===== config.mk =====
export PLATFORM = sky130hd
export DESIGN_NAME = http_get_uri_hash_parser
export DESIGN_NICKNAME = d
export VERILOG_FILES = /design/src/hw/rtl/hgup_pkg.sv /design/src/hw/rtl/http_get_uri_hash_parser.sv /design/src/hw/rtl/hgup_front.sv /design/src/hw/rtl/hgup_fifo.sv /design/src/hw/rtl/hgup_back.sv
export SDC_FILE = /design/constraint.sdc
export NUM_CORES = 1
export LEC_CHECK = 0
export BUFFER_PORTS_ARGS = -buffer_cell sky130_fd_sc_hd__buf_2
export CAP_MARGIN = 20
export CORE_UTILIZATION = 33
export CTS_BUF_LIST = sky130_fd_sc_hd__clkbuf_4 sky130_fd_sc_hd__clkbuf_8 sky130_fd_sc_hd__clkbuf_16
export DETAILED_ROUTE_END_ITERATION = 10
export HOLD_SLACK_MARGIN = 0.1
export PLACE_DENSITY = 0.54
export SYNTH_ARGS = -nofsm -noshare
export SYNTH_HDL_FRONTEND = slang
export SYNTH_HIERARCHICAL = 1
export SYNTH_SLANG_ARGS = --single-unit

===== constraint.sdc =====
create_clock -name clk_i -period 5.6 [get_ports clk_i]
set_input_delay 1.12 -clock clk_i [delete_from_list [all_inputs] [get_ports clk_i]]
set_output_delay 1.12 -clock clk_i [all_outputs]
set_load 0.005 [all_outputs]

===== src/hw/rtl/hgup_pkg.sv =====
// Shared types and constants for the GET request URI hash parser.
`timescale 1ns / 1ps
`default_nettype none

package hgup_pkg;

  typedef enum logic [3:0] {
    PH_IDLE,
    PH_E,
    PH_T,
    PH_SLASH,
    PH_UNIT,
    PH_E1H,
    PH_E1L,
    PH_SKIP,
    PH_E2H,
    PH_E2L
  } phase_e;

  typedef enum logic [1:0] {
    ST_OK    = 2'd0,
    ST_NOGET = 2'd1,
    ST_NOEND = 2'd2
  } status_e;

  localparam logic CFG_UNIT_LIMIT   = 1'b0;
  localparam logic CFG_DEFAULT_HASH = 1'b1;

  localparam logic [7:0] UNIT_LIMIT_RST   = 8'd60;
  localparam logic [7:0] DEFAULT_HASH_RST = 8'h0B;
  localparam logic [7:0] HASH_MULT        = 8'd37;
  localparam logic [15:0] MIN_GET_LEN     = 16'd3;

  localparam logic [7:0] CH_G     = 8'h47;
  localparam logic [7:0] CH_E     = 8'h45;
  localparam logic [7:0] CH_T     = 8'h54;
  localparam logic [7:0] CH_SLASH = 8'h2F;
  localparam logic [7:0] CH_PCT   = 8'h25;
  localparam logic [7:0] CH_SPACE = 8'h20;
  localparam logic [7:0] CH_0     = 8'h30;
  localparam logic [7:0] CH_9     = 8'h39;
  localparam logic [7:0] CH_LA    = 8'h61;
  localparam logic [7:0] CH_LF    = 8'h66;
  localparam logic [7:0] CH_UA    = 8'h41;

  localparam logic [2:0] UTF8_LEAD2 = 3'b110;

  // One classified input word as it travels from the front to the back.
  typedef struct packed {
    logic        first;
    logic        len_short;
    logic [15:0] len_m1;
    logic        is_g;
    logic        is_e;
    logic        is_t;
    logic        is_slash;
    logic        is_pct;
    logic        is_space;
    logic [7:0]  byte_val;
    logic [7:0]  nib;
  } cls_word_t;

endpackage

`default_nettype wire


===== src/hw/rtl/http_get_uri_hash_parser.sv =====
// Top level of the GET request URI hash parser.
// One word is taken per cycle while the queue has room; a result can be taken once the word
// that decides it has passed through the queue and then been registered in the result register.
// Sustained rate is one word per cycle whenever the output side is ready.
// Reset clears the queue, the parser state and the result valid flag, and loads the
// unit limit with 60 and the default hash with 11; no clearing pass is needed.
`timescale 1ns / 1ps
`default_nettype none

module http_get_uri_hash_parser #(
  parameter int QueueDepth = 4
) (
  input  wire logic        clk_i,
  input  wire logic        rst_ni,
  input  wire logic        cfg_we_i,
  input  wire logic        cfg_idx_i,
  input  wire logic [7:0]  cfg_data_i,
  input  wire logic        s_axis_tvalid,
  output logic             s_axis_tready,
  input  wire logic [23:0] s_axis_tdata,   // data_byte [7:0], segment_length [23:8]
  input  wire logic        s_axis_tuser,   // first_byte [0]
  output logic             m_axis_tvalid,
  input  wire logic        m_axis_tready,
  output logic [15:0]      m_axis_tdata    // status [1:0], uri_hash [9:2], zero [15:10]
);
  import hgup_pkg::*;

  logic       [7:0] unit_limit_q;
  logic       [7:0] default_hash_q;
  cls_word_t        in_word;
  cls_word_t        q_word;
  logic             q_full;
  logic             q_valid;
  logic             q_pop;
  logic             in_push;
  status_e          res_status;
  logic       [7:0] res_hash;

  always_ff @(posedge clk_i or negedge rst_ni) begin
    if (!rst_ni) begin
      unit_limit_q   <= UNIT_LIMIT_RST;
      default_hash_q <= DEFAULT_HASH_RST;
    end else if (cfg_we_i) begin
      if (cfg_idx_i == CFG_UNIT_LIMIT) begin
        unit_limit_q <= cfg_data_i;
      end
      if (cfg_idx_i == CFG_DEFAULT_HASH) begin
        default_hash_q <= cfg_data_i;
      end
    end
  end

  hgup_front u_front (
    .data_byte_i      (s_axis_tdata[7:0]),
    .first_byte_i     (s_axis_tuser),
    .segment_length_i (s_axis_tdata[23:8]),
    .word_o           (in_word)
  );

  assign s_axis_tready = !q_full;
  assign in_push       = s_axis_tvalid && s_axis_tready;

  hgup_fifo #(
    .Depth (QueueDepth)
  ) u_fifo (
    .clk_i   (clk_i),
    .rst_ni  (rst_ni),
    .push_i  (in_push),
    .word_i  (in_word),
    .full_o  (q_full),
    .valid_o (q_valid),
    .word_o  (q_word),
    .pop_i   (q_pop)
  );

  hgup_back u_back (
    .clk_i          (clk_i),
    .rst_ni         (rst_ni),
    .unit_limit_i   (unit_limit_q),
    .default_hash_i (default_hash_q),
    .word_valid_i   (q_valid),
    .word_i         (q_word),
    .pop_o          (q_pop),
    .res_valid_o    (m_axis_tvalid),
    .res_ready_i    (m_axis_tready),
    .res_status_o   (res_status),
    .res_hash_o     (res_hash)
  );

  assign m_axis_tdata = {6'd0, res_hash, res_status};

  a_full_not_empty : assert property (@(posedge clk_i) disable iff (!rst_ni)
    q_full |-> q_valid)
    else $error("Queue reports full while empty.");

  a_push_fills : assert property (@(posedge clk_i) disable iff (!rst_ni)
    in_push |=> q_valid)
    else $error("Accepted word did not reach the queue.");

  a_pop_needs_word : assert property (@(posedge clk_i) disable iff (!rst_ni)
    q_pop |-> q_valid)
    else $error("Back end popped an empty queue.");

  a_bad_status_zero_hash : assert property (@(posedge clk_i) disable iff (!rst_ni)
    (m_axis_tvalid && res_status != ST_OK) |-> (res_hash == 8'd0))
    else $error("Error result carries a nonzero hash.");

endmodule

`default_nettype wire


===== src/hw/rtl/hgup_front.sv =====
// Front end: classifies each received byte before it is queued.
`timescale 1ns / 1ps
`default_nettype none

module hgup_front (
  input  wire logic [7:0]       data_byte_i,
  input  wire logic             first_byte_i,
  input  wire logic [15:0]      segment_length_i,
  output hgup_pkg::cls_word_t   word_o
);
  import hgup_pkg::*;

  logic [7:0] nib;

  always_comb begin
    if (data_byte_i >= CH_0 && data_byte_i <= CH_9) begin
      nib = data_byte_i - CH_0;
    end else if (data_byte_i >= CH_LA && data_byte_i <= CH_LF) begin
      nib = data_byte_i - CH_LA + 8'd10;
    end else begin
      nib = data_byte_i + 8'd10 - CH_UA;
    end
  end

  always_comb begin
    word_o.first     = first_byte_i;
    word_o.len_short = (segment_length_i <= MIN_GET_LEN);
    word_o.len_m1    = segment_length_i - 16'd1;
    word_o.is_g      = (data_byte_i == CH_G);
    word_o.is_e      = (data_byte_i == CH_E);
    word_o.is_t      = (data_byte_i == CH_T);
    word_o.is_slash  = (data_byte_i == CH_SLASH);
    word_o.is_pct    = (data_byte_i == CH_PCT);
    word_o.is_space  = (data_byte_i == CH_SPACE);
    word_o.byte_val  = data_byte_i;
    word_o.nib       = nib;
  end

endmodule

`default_nettype wire


===== src/hw/rtl/hgup_fifo.sv =====
// Short queue of classified words between the front and the back.
`timescale 1ns / 1ps
`default_nettype none

module hgup_fifo #(
  parameter int Depth = 4
) (
  input  wire logic                clk_i,
  input  wire logic                rst_ni,
  input  wire logic                push_i,
  input  wire hgup_pkg::cls_word_t word_i,
  output logic                     full_o,
  output logic                     valid_o,
  output hgup_pkg::cls_word_t      word_o,
  input  wire logic                pop_i
);
  import hgup_pkg::*;

  localparam int PtrW = (Depth > 1) ? $clog2(Depth) : 1;
  localparam int CntW = $clog2(Depth + 1);
  localparam logic [PtrW-1:0] LastPtr = PtrW'(Depth - 1);
  localparam logic [CntW-1:0] DepthCnt = CntW'(Depth);

  cls_word_t           mem_q [Depth];
  logic [PtrW-1:0]     wr_ptr_q, wr_ptr_d;
  logic [PtrW-1:0]     rd_ptr_q, rd_ptr_d;
  logic [CntW-1:0]     count_q, count_d;
  logic                do_push, do_pop;

  assign full_o  = (count_q == DepthCnt);
  assign valid_o = (count_q != '0);
  assign word_o  = mem_q[rd_ptr_q];
  assign do_push = push_i && !full_o;
  assign do_pop  = pop_i && valid_o;

  always_comb begin
    wr_ptr_d = wr_ptr_q;
    rd_ptr_d = rd_ptr_q;
    count_d  = count_q;
    if (do_push) begin
      wr_ptr_d = (wr_ptr_q == LastPtr) ? '0 : wr_ptr_q + PtrW'(1);
    end
    if (do_pop) begin
      rd_ptr_d = (rd_ptr_q == LastPtr) ? '0 : rd_ptr_q + PtrW'(1);
    end
    if (do_push && !do_pop) begin
      count_d = count_q + CntW'(1);
    end else if (do_pop && !do_push) begin
      count_d = count_q - CntW'(1);
    end
  end

  always_ff @(posedge clk_i or negedge rst_ni) begin
    if (!rst_ni) begin
      wr_ptr_q <= '0;
      rd_ptr_q <= '0;
      count_q  <= '0;
    end else begin
      wr_ptr_q <= wr_ptr_d;
      rd_ptr_q <= rd_ptr_d;
      count_q  <= count_d;
    end
  end

  always_ff @(posedge clk_i) begin
    if (do_push) begin
      mem_q[wr_ptr_q] <= word_i;
    end
  end

endmodule

`default_nettype wire


===== src/hw/rtl/hgup_back.sv =====
// Back end: request parser state machine, URI hash and result register.
`timescale 1ns / 1ps
`default_nettype none

module hgup_back (
  input  wire logic                clk_i,
  input  wire logic                rst_ni,
  input  wire logic [7:0]          unit_limit_i,
  input  wire logic [7:0]          default_hash_i,
  input  wire logic                word_valid_i,
  input  wire hgup_pkg::cls_word_t word_i,
  output logic                     pop_o,
  output logic                     res_valid_o,
  input  wire logic                res_ready_i,
  output hgup_pkg::status_e        res_status_o,
  output logic [7:0]               res_hash_o
);
  import hgup_pkg::*;

  phase_e      phase_q, phase_d;
  logic [15:0] bytes_left_q, bytes_left_d;
  logic [7:0]  units_left_q, units_left_d;
  logic [7:0]  hash_q, hash_d;
  logic [7:0]  esc_q, esc_d;
  logic [7:0]  lead_q, lead_d;
  logic        res_valid_q, res_valid_d;
  status_e     res_status_q, res_status_d;
  logic [7:0]  res_hash_q, res_hash_d;

  logic [15:0] bl;
  logic [7:0]  prod;
  logic [7:0]  unit;
  logic [7:0]  esc_full;
  logic [7:0]  units_new;
  logic        do_fold;
  logic        check_end;
  logic        emit;
  status_e     emit_status;
  logic [7:0]  emit_hash;

  assign pop_o        = word_valid_i && (!res_valid_q || res_ready_i);
  assign res_valid_o  = res_valid_q;
  assign res_status_o = res_status_q;
  assign res_hash_o   = res_hash_q;

  assign bl       = bytes_left_q - 16'd1;
  assign esc_full = esc_q | word_i.nib;
  assign prod     = hash_q * HASH_MULT;

  always_comb begin
    phase_d      = phase_q;
    bytes_left_d = bytes_left_q;
    units_left_d = units_left_q;
    hash_d       = hash_q;
    esc_d        = esc_q;
    lead_d       = lead_q;
    emit         = 1'b0;
    emit_status  = ST_OK;
    emit_hash    = 8'd0;
    do_fold      = 1'b0;
    check_end    = 1'b0;
    unit         = word_i.byte_val;
    units_new    = units_left_q - 8'd1;

    if (pop_o) begin
      if (word_i.first) begin
        if (word_i.len_short) begin
          emit        = 1'b1;
          emit_status = ST_NOGET;
        end else begin
          bytes_left_d = word_i.len_m1;
          hash_d       = 8'd0;
          esc_d        = 8'd0;
          lead_d       = 8'd0;
          units_left_d = 8'd0;
          if (!word_i.is_g) begin
            emit        = 1'b1;
            emit_status = ST_NOGET;
          end else begin
            phase_d = PH_E;
          end
        end
      end else if (phase_q != PH_IDLE) begin
        bytes_left_d = bl;
        case (phase_q)
          PH_E: begin
            if (!word_i.is_e) begin
              emit        = 1'b1;
              emit_status = ST_NOGET;
            end else begin
              phase_d = PH_T;
            end
          end
          PH_T: begin
            if (!word_i.is_t) begin
              emit        = 1'b1;
              emit_status = ST_NOGET;
            end else begin
              phase_d = PH_SLASH;
            end
          end
          PH_SLASH: begin
            if (word_i.is_slash) begin
              units_left_d = (bl < {8'd0, unit_limit_i}) ? bl[7:0] : unit_limit_i;
              if (units_left_d == 8'd0) begin
                emit        = 1'b1;
                emit_status = ST_NOEND;
              end else begin
                phase_d = PH_UNIT;
              end
            end else begin
              check_end = 1'b1;
            end
          end
          PH_UNIT: begin
            if (word_i.is_space) begin
              emit        = 1'b1;
              emit_status = ST_OK;
              emit_hash   = (hash_q == 8'd0) ? default_hash_i : hash_q;
            end else if (word_i.is_pct) begin
              phase_d   = PH_E1H;
              check_end = 1'b1;
            end else begin
              do_fold = 1'b1;
            end
          end
          PH_E1H: begin
            esc_d     = {word_i.nib[3:0], 4'd0};
            phase_d   = PH_E1L;
            check_end = 1'b1;
          end
          PH_E1L: begin
            if (esc_full[7:5] == UTF8_LEAD2) begin
              lead_d    = {esc_full[1:0], 6'd0};
              phase_d   = PH_SKIP;
              check_end = 1'b1;
            end else begin
              unit    = esc_full;
              do_fold = 1'b1;
            end
          end
          PH_SKIP: begin
            phase_d   = PH_E2H;
            check_end = 1'b1;
          end
          PH_E2H: begin
            esc_d     = {word_i.nib[3:0], 4'd0};
            phase_d   = PH_E2L;
            check_end = 1'b1;
          end
          PH_E2L: begin
            unit    = lead_q | {2'd0, esc_full[5:0]};
            do_fold = 1'b1;
          end
          default: begin
            phase_d = PH_IDLE;
          end
        endcase

        if (do_fold) begin
          hash_d       = prod + unit;
          units_left_d = units_new;
          phase_d      = PH_UNIT;
          if (units_new == 8'd0) begin
            emit        = 1'b1;
            emit_status = ST_NOEND;
          end else begin
            check_end = 1'b1;
          end
        end

        if (check_end && bl == 16'd0) begin
          emit        = 1'b1;
          emit_status = ST_NOEND;
        end
      end

      if (emit) begin
        phase_d = PH_IDLE;
      end
    end

    res_valid_d  = res_valid_q && !res_ready_i;
    res_status_d = res_status_q;
    res_hash_d   = res_hash_q;
    if (emit) begin
      res_valid_d  = 1'b1;
      res_status_d = emit_status;
      res_hash_d   = emit_hash;
    end
  end

  always_ff @(posedge clk_i or negedge rst_ni) begin
    if (!rst_ni) begin
      phase_q      <= PH_IDLE;
      bytes_left_q <= '0;
      units_left_q <= '0;
      hash_q       <= '0;
      esc_q        <= '0;
      lead_q       <= '0;
      res_valid_q  <= 1'b0;
    end else begin
      phase_q      <= phase_d;
      bytes_left_q <= bytes_left_d;
      units_left_q <= units_left_d;
      hash_q       <= hash_d;
      esc_q        <= esc_d;
      lead_q       <= lead_d;
      res_valid_q  <= res_valid_d;
    end
  end

  always_ff @(posedge clk_i) begin
    res_status_q <= res_status_d;
    res_hash_q   <= res_hash_d;
  end

endmodule

`default_nettype wire


Yosys cells after proc, flatten, opt, wreduce, memory -nomap -nowiden
Memory sizes are Yosys's and may differ from the RTL's.
Index checks and enable logic that the tools add are counted.
- shifts and indexed selects: 0
- mux-type cells: 93
- add/sub/neg operators: 13
- divide/modulo/power cells: 0
- magnitude comparators: 6
- equal/unequal tests: 30
- reductions and logical operators: 42
- bitwise operators: 7
- multiply operators: 1
- operators by type and width (operator ; number):
    8-bit 2-to-1 mux ; 24
    4-bit 2-to-1 mux ; 13
    16-bit 2-to-1 mux ; 3
    4-bit one-hot mux with 9 select lines ; 1
    1-bit 2-to-1 mux ; 35
    16-bit by 1-bit subtractor with 16-bit output, second input constant ; 2
    8-bit by 6-bit equality test with 1-bit output, second input constant ; 3
    8-bit by 7-bit equality test with 1-bit output, second input constant ; 3
    8-bit logical NOT ; 3
    2-bit 2-to-1 mux ; 10
    8-bit by 4-bit adder with 8-bit output, second input constant ; 2
    4-bit by 3-bit equality test with 1-bit output, second input constant ; 4
    16-bit by 2-bit <= comparator with 1-bit output, second input constant ; 1
    16-bit logical NOT ; 1
    16-bit by 8-bit less-than comparator with 1-bit output ; 1
    8-bit one-hot mux with 2 select lines ; 1
    8-bit by 7-bit subtractor with 8-bit output, second input constant ; 2
    5-bit by 2-bit inequality test with 1-bit output, second input constant ; 3
    5-bit by 3-bit inequality test with 1-bit output, second input constant ; 3
    12-bit AND reduction ; 1
    2-bit nonzero test ; 6
    3-bit nonzero test ; 4
    1-bit logical AND ; 10
    5-bit AND reduction ; 2
    37 further kinds ; 54
- bits of input ports: 39
- output and inout bits: 18
- latch bits: 0
- register bits after elaboration: 86
- ROM bits: 0
- word-level logic and storage cells: 207
- bits in writable memories: 160
- memories: 1
- memory list (name ; depth ; bits a word ; read ports ; clocked after memory_dff ; write ports ; RTL line ; RTL):
    u_fifo.mem_q ; 4 ; 40 ; 1 ; 0 ; 1 ; hgup_fifo.sv:24 ; cls_word_t mem_q [Depth];

Logic depth before layout (Yosys ltp)
Gate-level depths: netlist (run 1).
An unclocked memory read counts as a cell.
- depth in word-level cells: 19
- depth in mapped cells: 19
- gate-level depth less buffers: 16

Modules after synthesis
Netlist (run 1), hierarchy kept.
- modules (own cells, without submodules) (module ; area an instance (um2) ; seq. area each (um2) ; times used ; cells an instance):
    hgup_fifo ; 6283.5 ; 4979.8 ; 1 ; 247
    hgup_back ; 4486.8 ; 1376.3 ; 1 ; 540
    hgup_front ; 872.1 ; 0.0 ; 1 ; 118
    http_get_uri_hash_parser ; 709.4 ; 409.1 ; 1 ; 44

Worst setup path after synthesis (run 1)
No wires, ideal clock.
- path type: register -> register
- from: register u_back.bytes_left_q[0]
- to: register u_back.res_hash_q[0], in the netlist u_back/res_hash_o[0], enable pin
- buffers on the path: 2
- cell stages (with the launch flop): 16
- slack: 1413 ps
- library setup time: 376 ps
- arrival: 3811 ps
- data required time: 5224 ps
- clock period less this slack: 4187 ps
- path through: dfrtp_1 clkbuf_1 inv_1 ha_1 or3b_1 clkbuf_1 o31a_1 or2_2 ha_1 nand2_1 or4_1 o211ai_1 o31ai_1 o211ai_1 a21boi_1 nor2_1
- word-level cells in the longest chain between the ends: 14
- elaborated cells between the ends (all ways): 16
- classes of those cells: 1 x add/sub; 1 x order compare; 11 x mux; 3 x reduce/logical
- RTL lines (what ; RTL line ; RTL):
    start: declaration ; hgup_back.sv:21 ; logic [15:0] bytes_left_q, bytes_left_d;
    start signal: assignment ; hgup_back.sv:204 ; bytes_left_q <= bytes_left_d;
    16-bit by 1-bit subtractor with 16-bit output * ; hgup_back.sv:46 ; assign bl = bytes_left_q - 16'd1;
    16-bit by 8-bit less-than comparator with 1-bit output ; hgup_back.sv:104 ; units_left_d = (bl < {8'd0, unit_limit_i}) ? bl[7:0] : unit_limit_i;
    8-bit 2-to-1 mux ; hgup_back.sv:104 ;
    8-bit logical NOT ; hgup_back.sv:105 ; if (units_left_d == 8'd0) begin
    1-bit 2-to-1 mux ; hgup_back.sv:105 ;
    1-bit 2-to-1 mux ; hgup_back.sv:103 ; if (word_i.is_slash) begin
    1-bit one-hot mux with 4 select lines ; hgup_back.sv:85 ; case (phase_q)
    1-bit 2-to-1 mux ; hgup_back.sv:164 ; if (units_new == 8'd0) begin
    1-bit 2-to-1 mux ; hgup_back.sv:160 ; if (do_fold) begin
    1-bit 2-to-1 mux * ; hgup_back.sv:172 ; if (check_end && bl == 16'd0) begin
    1-bit 2-to-1 mux * ; hgup_back.sv:83 ; end else if (phase_q != PH_IDLE) begin
    1-bit 2-to-1 mux * ; hgup_back.sv:66 ; if (word_i.first) begin
    1-bit 2-to-1 mux * (2 in series) ; hgup_back.sv:65 ; if (pop_o) begin
    via u_back.emit ; hgup_back.sv:37 ; logic emit;
    end signal: assignment ; hgup_back.sv:215 ; res_hash_q <= res_hash_d;
    end: declaration ; hgup_back.sv:28 ; logic [7:0] res_hash_q, res_hash_d;
Mark *: on every way through the listed nets, which the timed path passes. The rest lies on a longest branch. The select of a mux whose other input is x is not followed.
A chain may end at the register's enable or synchronous reset.

Worst setup path after layout (run 1)
- from: register u_back.bytes_left_q[0]
- to: register u_back.res_hash_q[4], in the netlist u_back/res_hash_o[4], enable pin
Same word-level chain as after synthesis.

==> out/metrics.csv, run 1 <==
metric,value,unit
fin_crit,4.62,ns
r2r_slack,0.98,ns
drv_cap,0,
post_cts_buffers,0,
place_congestion,0.835,
grt_pass1_vias,7391,
swShare,0.368,
synth_edf_count,170,
clockRootBuffer,clkbuf_16,
coreArea,36700,um2
worst-setup-path-type,flip-flop to flip-flop,
synth-seq-cells,236,
clk_path_buf_depth,3,
grt_max_degree,67,
power_density,530,nW/um2
p_leak,5.20,nW
grt_antenna_before_repair,1,
critPathRequiredTime,5.77,ns
relSlewSlack,0.401,
yosysWarnings,6,
cp_num_buf_inv,1,
hold_viol_final,0,
min_period_over_period,0.825,
critPathSlowestCell,nor2_1,
setup_violations,0,
cpLargestDelayFamily,simple AND/OR/NAND/NOR gates,
io_buffer_count,50,
seq_area_frac_synth,0.548,
hold_depth,2,
mappedNetlistArea,12400,um2
async_reset_ff_frac,0.280,
antenna_cells,0,
layout-drive-gt1-share,0.221,
clock.fmax,0.216,GHz
drtIter0Drc,499,
fin_setup_tns,0,ns
routed-via-count,7611,
cts.repair.resized,0,
p_int,0.00463,W
seqPwrFrac,0.369,
wire_per_inst,18.4,um
insertion_delay,0.55,ns
grt_usage,0.142,
die_w,195,um
num_rows,70,
critical_path.cell_chain,inv_1 > ha_1 > or3b_1 > o31a_1 > or2_2 > ha_1 > nand2_1 > or4_1 > o211ai_1 > o31ai_1 > o211ai_1 > a21boi_1 > nor2_1,
worstMarginPinSlew,0.899,ns
drv_slew,0,
path_depth,13,
pwr-share-comb,0.394,
finClkSkew,0.00704,ns
syn_to_final_growth,11.9,%
rsz0062_at_grt,false,
hp-class,flip-flop to flip-flop,
initial_core_util,0.337,
syn_avg_cell_area,13.0,um2
path_clk_slew,0.06,ns
crit_arrival,4.80,ns
synthFlopType,edfxtp_1,
die_h,195,um
wl,27.2,mm
synthCells,949,
slowest_delay,0.63,ns
switchingPower,0.00270,W
h-tree-depth,1,
dieArea,38200,um2
first_pass_iters,5,
grt_pass1_wl,42.5,mm
vias_per_cell,5.15,
grt-ovfl-total,0,
vdd_ir_drop_max,0.218,mV
ant_nets,0,
rr_worst_depth,13,
placed_cell_area,12900,um2
stdcell_area,13800,um2
n_fill_cell,3499,
layout.nets,1080,
ios,57,
crit_fanout,10,
ctsHoldBuffers,0,
hpwlAfterDp,18.8,mm
power,0.00733,W
cts_sinks,236,
cts_tree,done,
power.share.clock,0.237,
numCtsBuffers,27,
status,completed,
end_kind,flip-flop,
synth_cell_types,86,
drt_drc_violations_left,0,
cp-start-kind,flip-flop,
-- cell families after synthesis --
group / after synthesis / synth area share
AND/OR/NAND/NOR: 265 / 0.116
XOR/XNOR: 41 / 0.0291
buffers and inverters: 108 / 0.0465
AO/OA/AOI/OAI: 166 / 0.0923
adder cells (fa/ha/maj): 52 / 0.0563
other: 1 / 0.000304
multiplexers: 80 / 0.112
flip-flops: 236 / 0.548
-- routing by layer --
layer,track usage,vias up,part of all wire
met5,0,-,0.00051
met4,0.0350,2,0.020
met3,0.0212,34,0.042
met2,0.219,162,0.45
met1,0.209,3776,0.49
li1,-,3637,-
-- worst paths after layout --
path | to | start
worst max register to register | u_back/res_hash_o[4] | u_back/bytes_left_q[0]
worst max-delay path | u_back/res_hash_o[4] | u_back/bytes_left_q[0]
worst min-delay path | u_back/esc_q[6] | u_back/esc_q[6]
max in group asynchronous | u_fifo/rd_ptr_q[0] | rst_ni
worst min register to register | u_back/esc_q[6] | u_back/esc_q[6]
min in group asynchronous | default_hash_q[7] | rst_ni
-- flip-flops by register name, summed over array words and instances (netlist names), 3 cells and up --
register,flops
default_hash_q,8
u_back/bytes_left_q,16
u_back/esc_q,4
u_back/hash_q,8
u_back/phase_q,4
u_back/res_hash_o,8
u_back/units_left_q,8
u_fifo/count_q,3
u_fifo/mem_q,160
unit_limit_q,8
-- power groups by stage --
| stage | Combinational, W | Sequential (W) | Clock (W) |
|---|---|---|---|
| after CTS | 0.00292 | 0.00271 | 0.00179 |
| after detailed placement | 0.00291 | 0.00274 | 0 |
| after floorplan | 0.00230 | 0.00258 | 0 |
| final | 0.00289 | 0.00270 | 0.00174 |
| after global placement | 0.00288 | 0.00273 | 0 |
| after global routing | 0.00321 | 0.00276 | 0.00186 |
-- worst reg2reg max path, delay by kind of cell (launching register included) --
kind | cells | cell delay (ns)
simple gates | 5 | 2.00
compound gates | 5 | 1.02
fa+ha+maj | 2 | 0.61
flops | 1 | 0.47
buf+inv | 1 | 0.17
-- synth_stat cells (11+ instances only) --
cell      instances  area share
edfxtp_1        170        0.41
nor2_1           66       0.020
nand2_1          61       0.019
dfrtp_1          59        0.12
inv_1            51       0.015
ha_1             46       0.047
o21ai_0          41       0.017
a21oi_1          39       0.016
mux4_2           38       0.069
clkbuf_1         25      0.0076
nor3_1           23      0.0093
xnor2_1          23       0.016
xor2_1           18       0.013
buf_4            16      0.0097
mux2_2           16       0.015
nand2b_1         14      0.0071
mux2i_1          13       0.011
nor4_1           13      0.0066
mux2_4           11       0.013
nand3_1          11      0.0045
-- final cells by class --
cell class	instances	area [um2]	area share
Multi-Input combinational cell	610	5040	0.364
Inverter	52	195	0.0141
Tap cell	468	586	0.0424
Clock inverter	9	87.6	0.00634
Sequential cell	236	6770	0.490
Timing Repair Buffer	62	340	0.0246
Clock buffer	41	806	0.0583
-- layout by cell type, fill, tap and decap left out, types with 11 or more instances in the layout --
master / n
nor3_1: 23
inv_1: 51
dfrtp_1: 57
xor2_1: 18
a21oi_1: 39
nand2_1: 61
mux4_2: 38
edfxtp_1: 170
buf_4: 12
o21ai_0: 41
nor4_1: 13
mux2_4: 11
ha_1: 46
nand2b_1: 14
buf_2: 50
mux2_2: 16
mux2i_1: 13
nand3_1: 11
clkbuf_16: 27
nor2_1: 66
xnor2_1: 23
-- metrics by stage --
step	worst slack, ns	hold WS (ns)	util	std cells
global placement	1.08	0.470	0.352	1428
finish	0.978	0.482	0.377	1478
detailed placement	0.964	0.475	0.352	1428
floorplan	1.41	0.451	-	954
global route	0.671	0.519	0.377	1478
CTS	0.953	0.489	0.377	1478
(Power assumes the default switching activity.)
==> inputs of run 2 (changes only) <==
==> constraint.sdc (replaced) <==
create_clock -name clk_i -period 4.8 [get_ports clk_i]
set_input_delay 0.96 -clock clk_i [delete_from_list [all_inputs] [get_ports clk_i]]
set_output_delay 0.96 -clock clk_i [all_outputs]
set_load 0.005 [all_outputs]
==> run 2 against run 1 <==
Against the previous run:
- via count rose by 0.66%
- utilization is 0.21 points higher
- first-iteration DRC count shrank 6.6%
==> out/metrics.csv, run 2 (synthesis results as in run 1) <==
metric,value,unit,change
worst-setup-path-type,flip-flop to flip-flop,,unchanged
grt_max_degree,36,,was 67
grt_pass1_vias,7553,,was 7391
dieArea,38200,um2,unchanged
top_register,u_fifo/mem_q,,unchanged
die_w,195,um,unchanged
num_rows,70,,unchanged
wl,27.1,mm,was 27.2 mm
hp-class,flip-flop to flip-flop,,unchanged
crit_fanout,10,,unchanged
layout_common_cells,"edfxtp_1, nor2_1, nand2_1",,unchanged
path_clk_slew,0.06,ns,about the same
ios,57,,unchanged
rr_worst_depth,13,,unchanged
min_period_over_period,0.934,,was 0.825
drv_cap,0,,unchanged
crit_arrival,4.64,ns,was 4.80 ns
grt_usage,0.145,,was 0.142
layout.nets,1087,,was 1080
stdcell_area,13900,um2,was 13800 um2
setup_violations,0,,unchanged
h-tree-depth,1,,unchanged
place_congestion,0.867,,was 0.835
rsz0062_at_grt,false,,unchanged
layout-drive-gt1-share,0.227,,was 0.221
largest_reg_flops,160,,unchanged
finClkSkew,0.0104,ns,was 0.00704 ns
reg.largest.list,"u_fifo/mem_q (160), u_back/bytes_left_q (16)",,unchanged
insertion_delay,0.54,ns,was 0.55 ns
drt_drc_violations_left,0,,unchanged
worstMarginPinSlew,0.911,ns,was 0.899 ns
hold_viol_final,0,,unchanged
drv_slew,0,,unchanged
status,completed,,unchanged
clockRootBuffer,clkbuf_16,,unchanged
antenna_cells,0,,unchanged
drtIter0Drc,466,,was 499
grt-ovfl-total,0,,unchanged
hpwlAfterDp,18.9,mm,was 18.8 mm
routed-via-count,7661,,was 7611
vias_per_cell,5.16,,was 5.15
cts_tree,done,,unchanged
numCtsBuffers,27,,unchanged
critPathRequiredTime,4.96,ns,was 5.77 ns
p_leak,5.22,nW,was 5.20 nW
first_pass_iters,5,,unchanged
grt_antenna_before_repair,0,,was 1
clk_path_buf_depth,3,,unchanged
clock.fmax,0.223,GHz,was 0.216 GHz
vdd_ir_drop_max,0.302,mV,was 0.218 mV
cts_sinks,236,,unchanged
relSlewSlack,0.393,,was 0.401
end_kind,flip-flop,,unchanged
ant_nets,0,,unchanged
power_density,621,nW/um2,was 530 nW/um2
cp-start-kind,flip-flop,,unchanged
syn_to_final_growth,12.5,%,was 11.9%
hold_depth,2,,unchanged
post_cts_buffers,0,,unchanged
cts.repair.resized,0,,unchanged
wire_per_inst,18.2,um,was 18.4 um
grt_pass1_wl,43.4,mm,was 42.5 mm
ctsHoldBuffers,0,,unchanged
fin_crit,4.48,ns,was 4.62 ns
final_common_cell,edfxtp_1,,unchanged
fin_setup_tns,0,ns,unchanged
initial_core_util,0.337,,unchanged
die_h,195,um,unchanged
coreArea,36700,um2,unchanged
placed_cell_area,13000,um2,was 12900 um2
io_buffer_count,50,,unchanged
[run 2: stage by stage]
stage / worst slack, ns / power (W) / util / hold slack (ns) / std cells
floorplan: 0.613 / 0.00569 / - / 0.451 / 954
global placement: 0.427 / 0.00661 / 0.354 / 0.466 / 1435
detailed placement: 0.358 / 0.00663 / 0.354 / 0.472 / 1435
CTS: 0.327 / 0.00874 / 0.379 / 0.485 / 1485
global route: 0.0230 / 0.00923 / 0.379 / 0.507 / 1485
finish: 0.318 / 0.00863 / 0.379 / 0.481 / 1485
[run 2: power breakdown]
part           switching (W)  total (W)  internal [W]
Sequential          0.000357    0.00313       0.00278
Combinational        0.00198    0.00343       0.00145
Clock               0.000834    0.00207       0.00124
Total                0.00317    0.00863       0.00546
[run 2: worst paths after layout]
check,startpoint,slack (ns),end
min in group asynchronous,rst_ni,0.51,default_hash_q[7]
min reg2reg,u_back/esc_q[6],0.48,u_back/esc_q[6]
min,u_back/esc_q[6],0.48,u_back/esc_q[6]
max reg2reg,u_back/bytes_left_q[0],0.32,u_back/res_hash_o[6]
max,u_back/bytes_left_q[0],0.32,u_back/res_hash_o[6]
max in group asynchronous,rst_ni,3.28,default_hash_q[1]
[run 2: layout make-up]
cell class / count / area, um2
clock buffer: 35 / 761
clock inverter: 15 / 159
fill: 3505 / 22800
inverter: 52 / 195
multi-input combinational: 610 / 5040
sequential: 236 / 6770
tap: 468 / 586
timing repair buffer: 69 / 393
[run 2: routing by layer]
| layer | global-route usage | up-vias | wire length [um] |
|---|---|---|---|
| met3 | 0.0209 | 34 | 1160 |
| li1 | - | 3648 | - |
| met2 | 0.225 | 180 | 12300 |
| met5 | 0 | - | 0 |
| met4 | 0.0318 | 0 | 537 |
| met1 | 0.212 | 3799 | 13100 |
[run 2: worst max-delay path, cell delays in order, from the launching register on]
cell      delay [ns]
dfrtp_1         0.48
inv_1           0.15
ha_1            0.18
or3b_1          0.46
o31a_1          0.29
or2_2           0.32
ha_1            0.28
nand2_1         0.06
or4_1           0.51
o211ai_1        0.27
o31ai_1         0.14
o211ai_1        0.15
a21boi_1        0.13
nor2_1          0.67
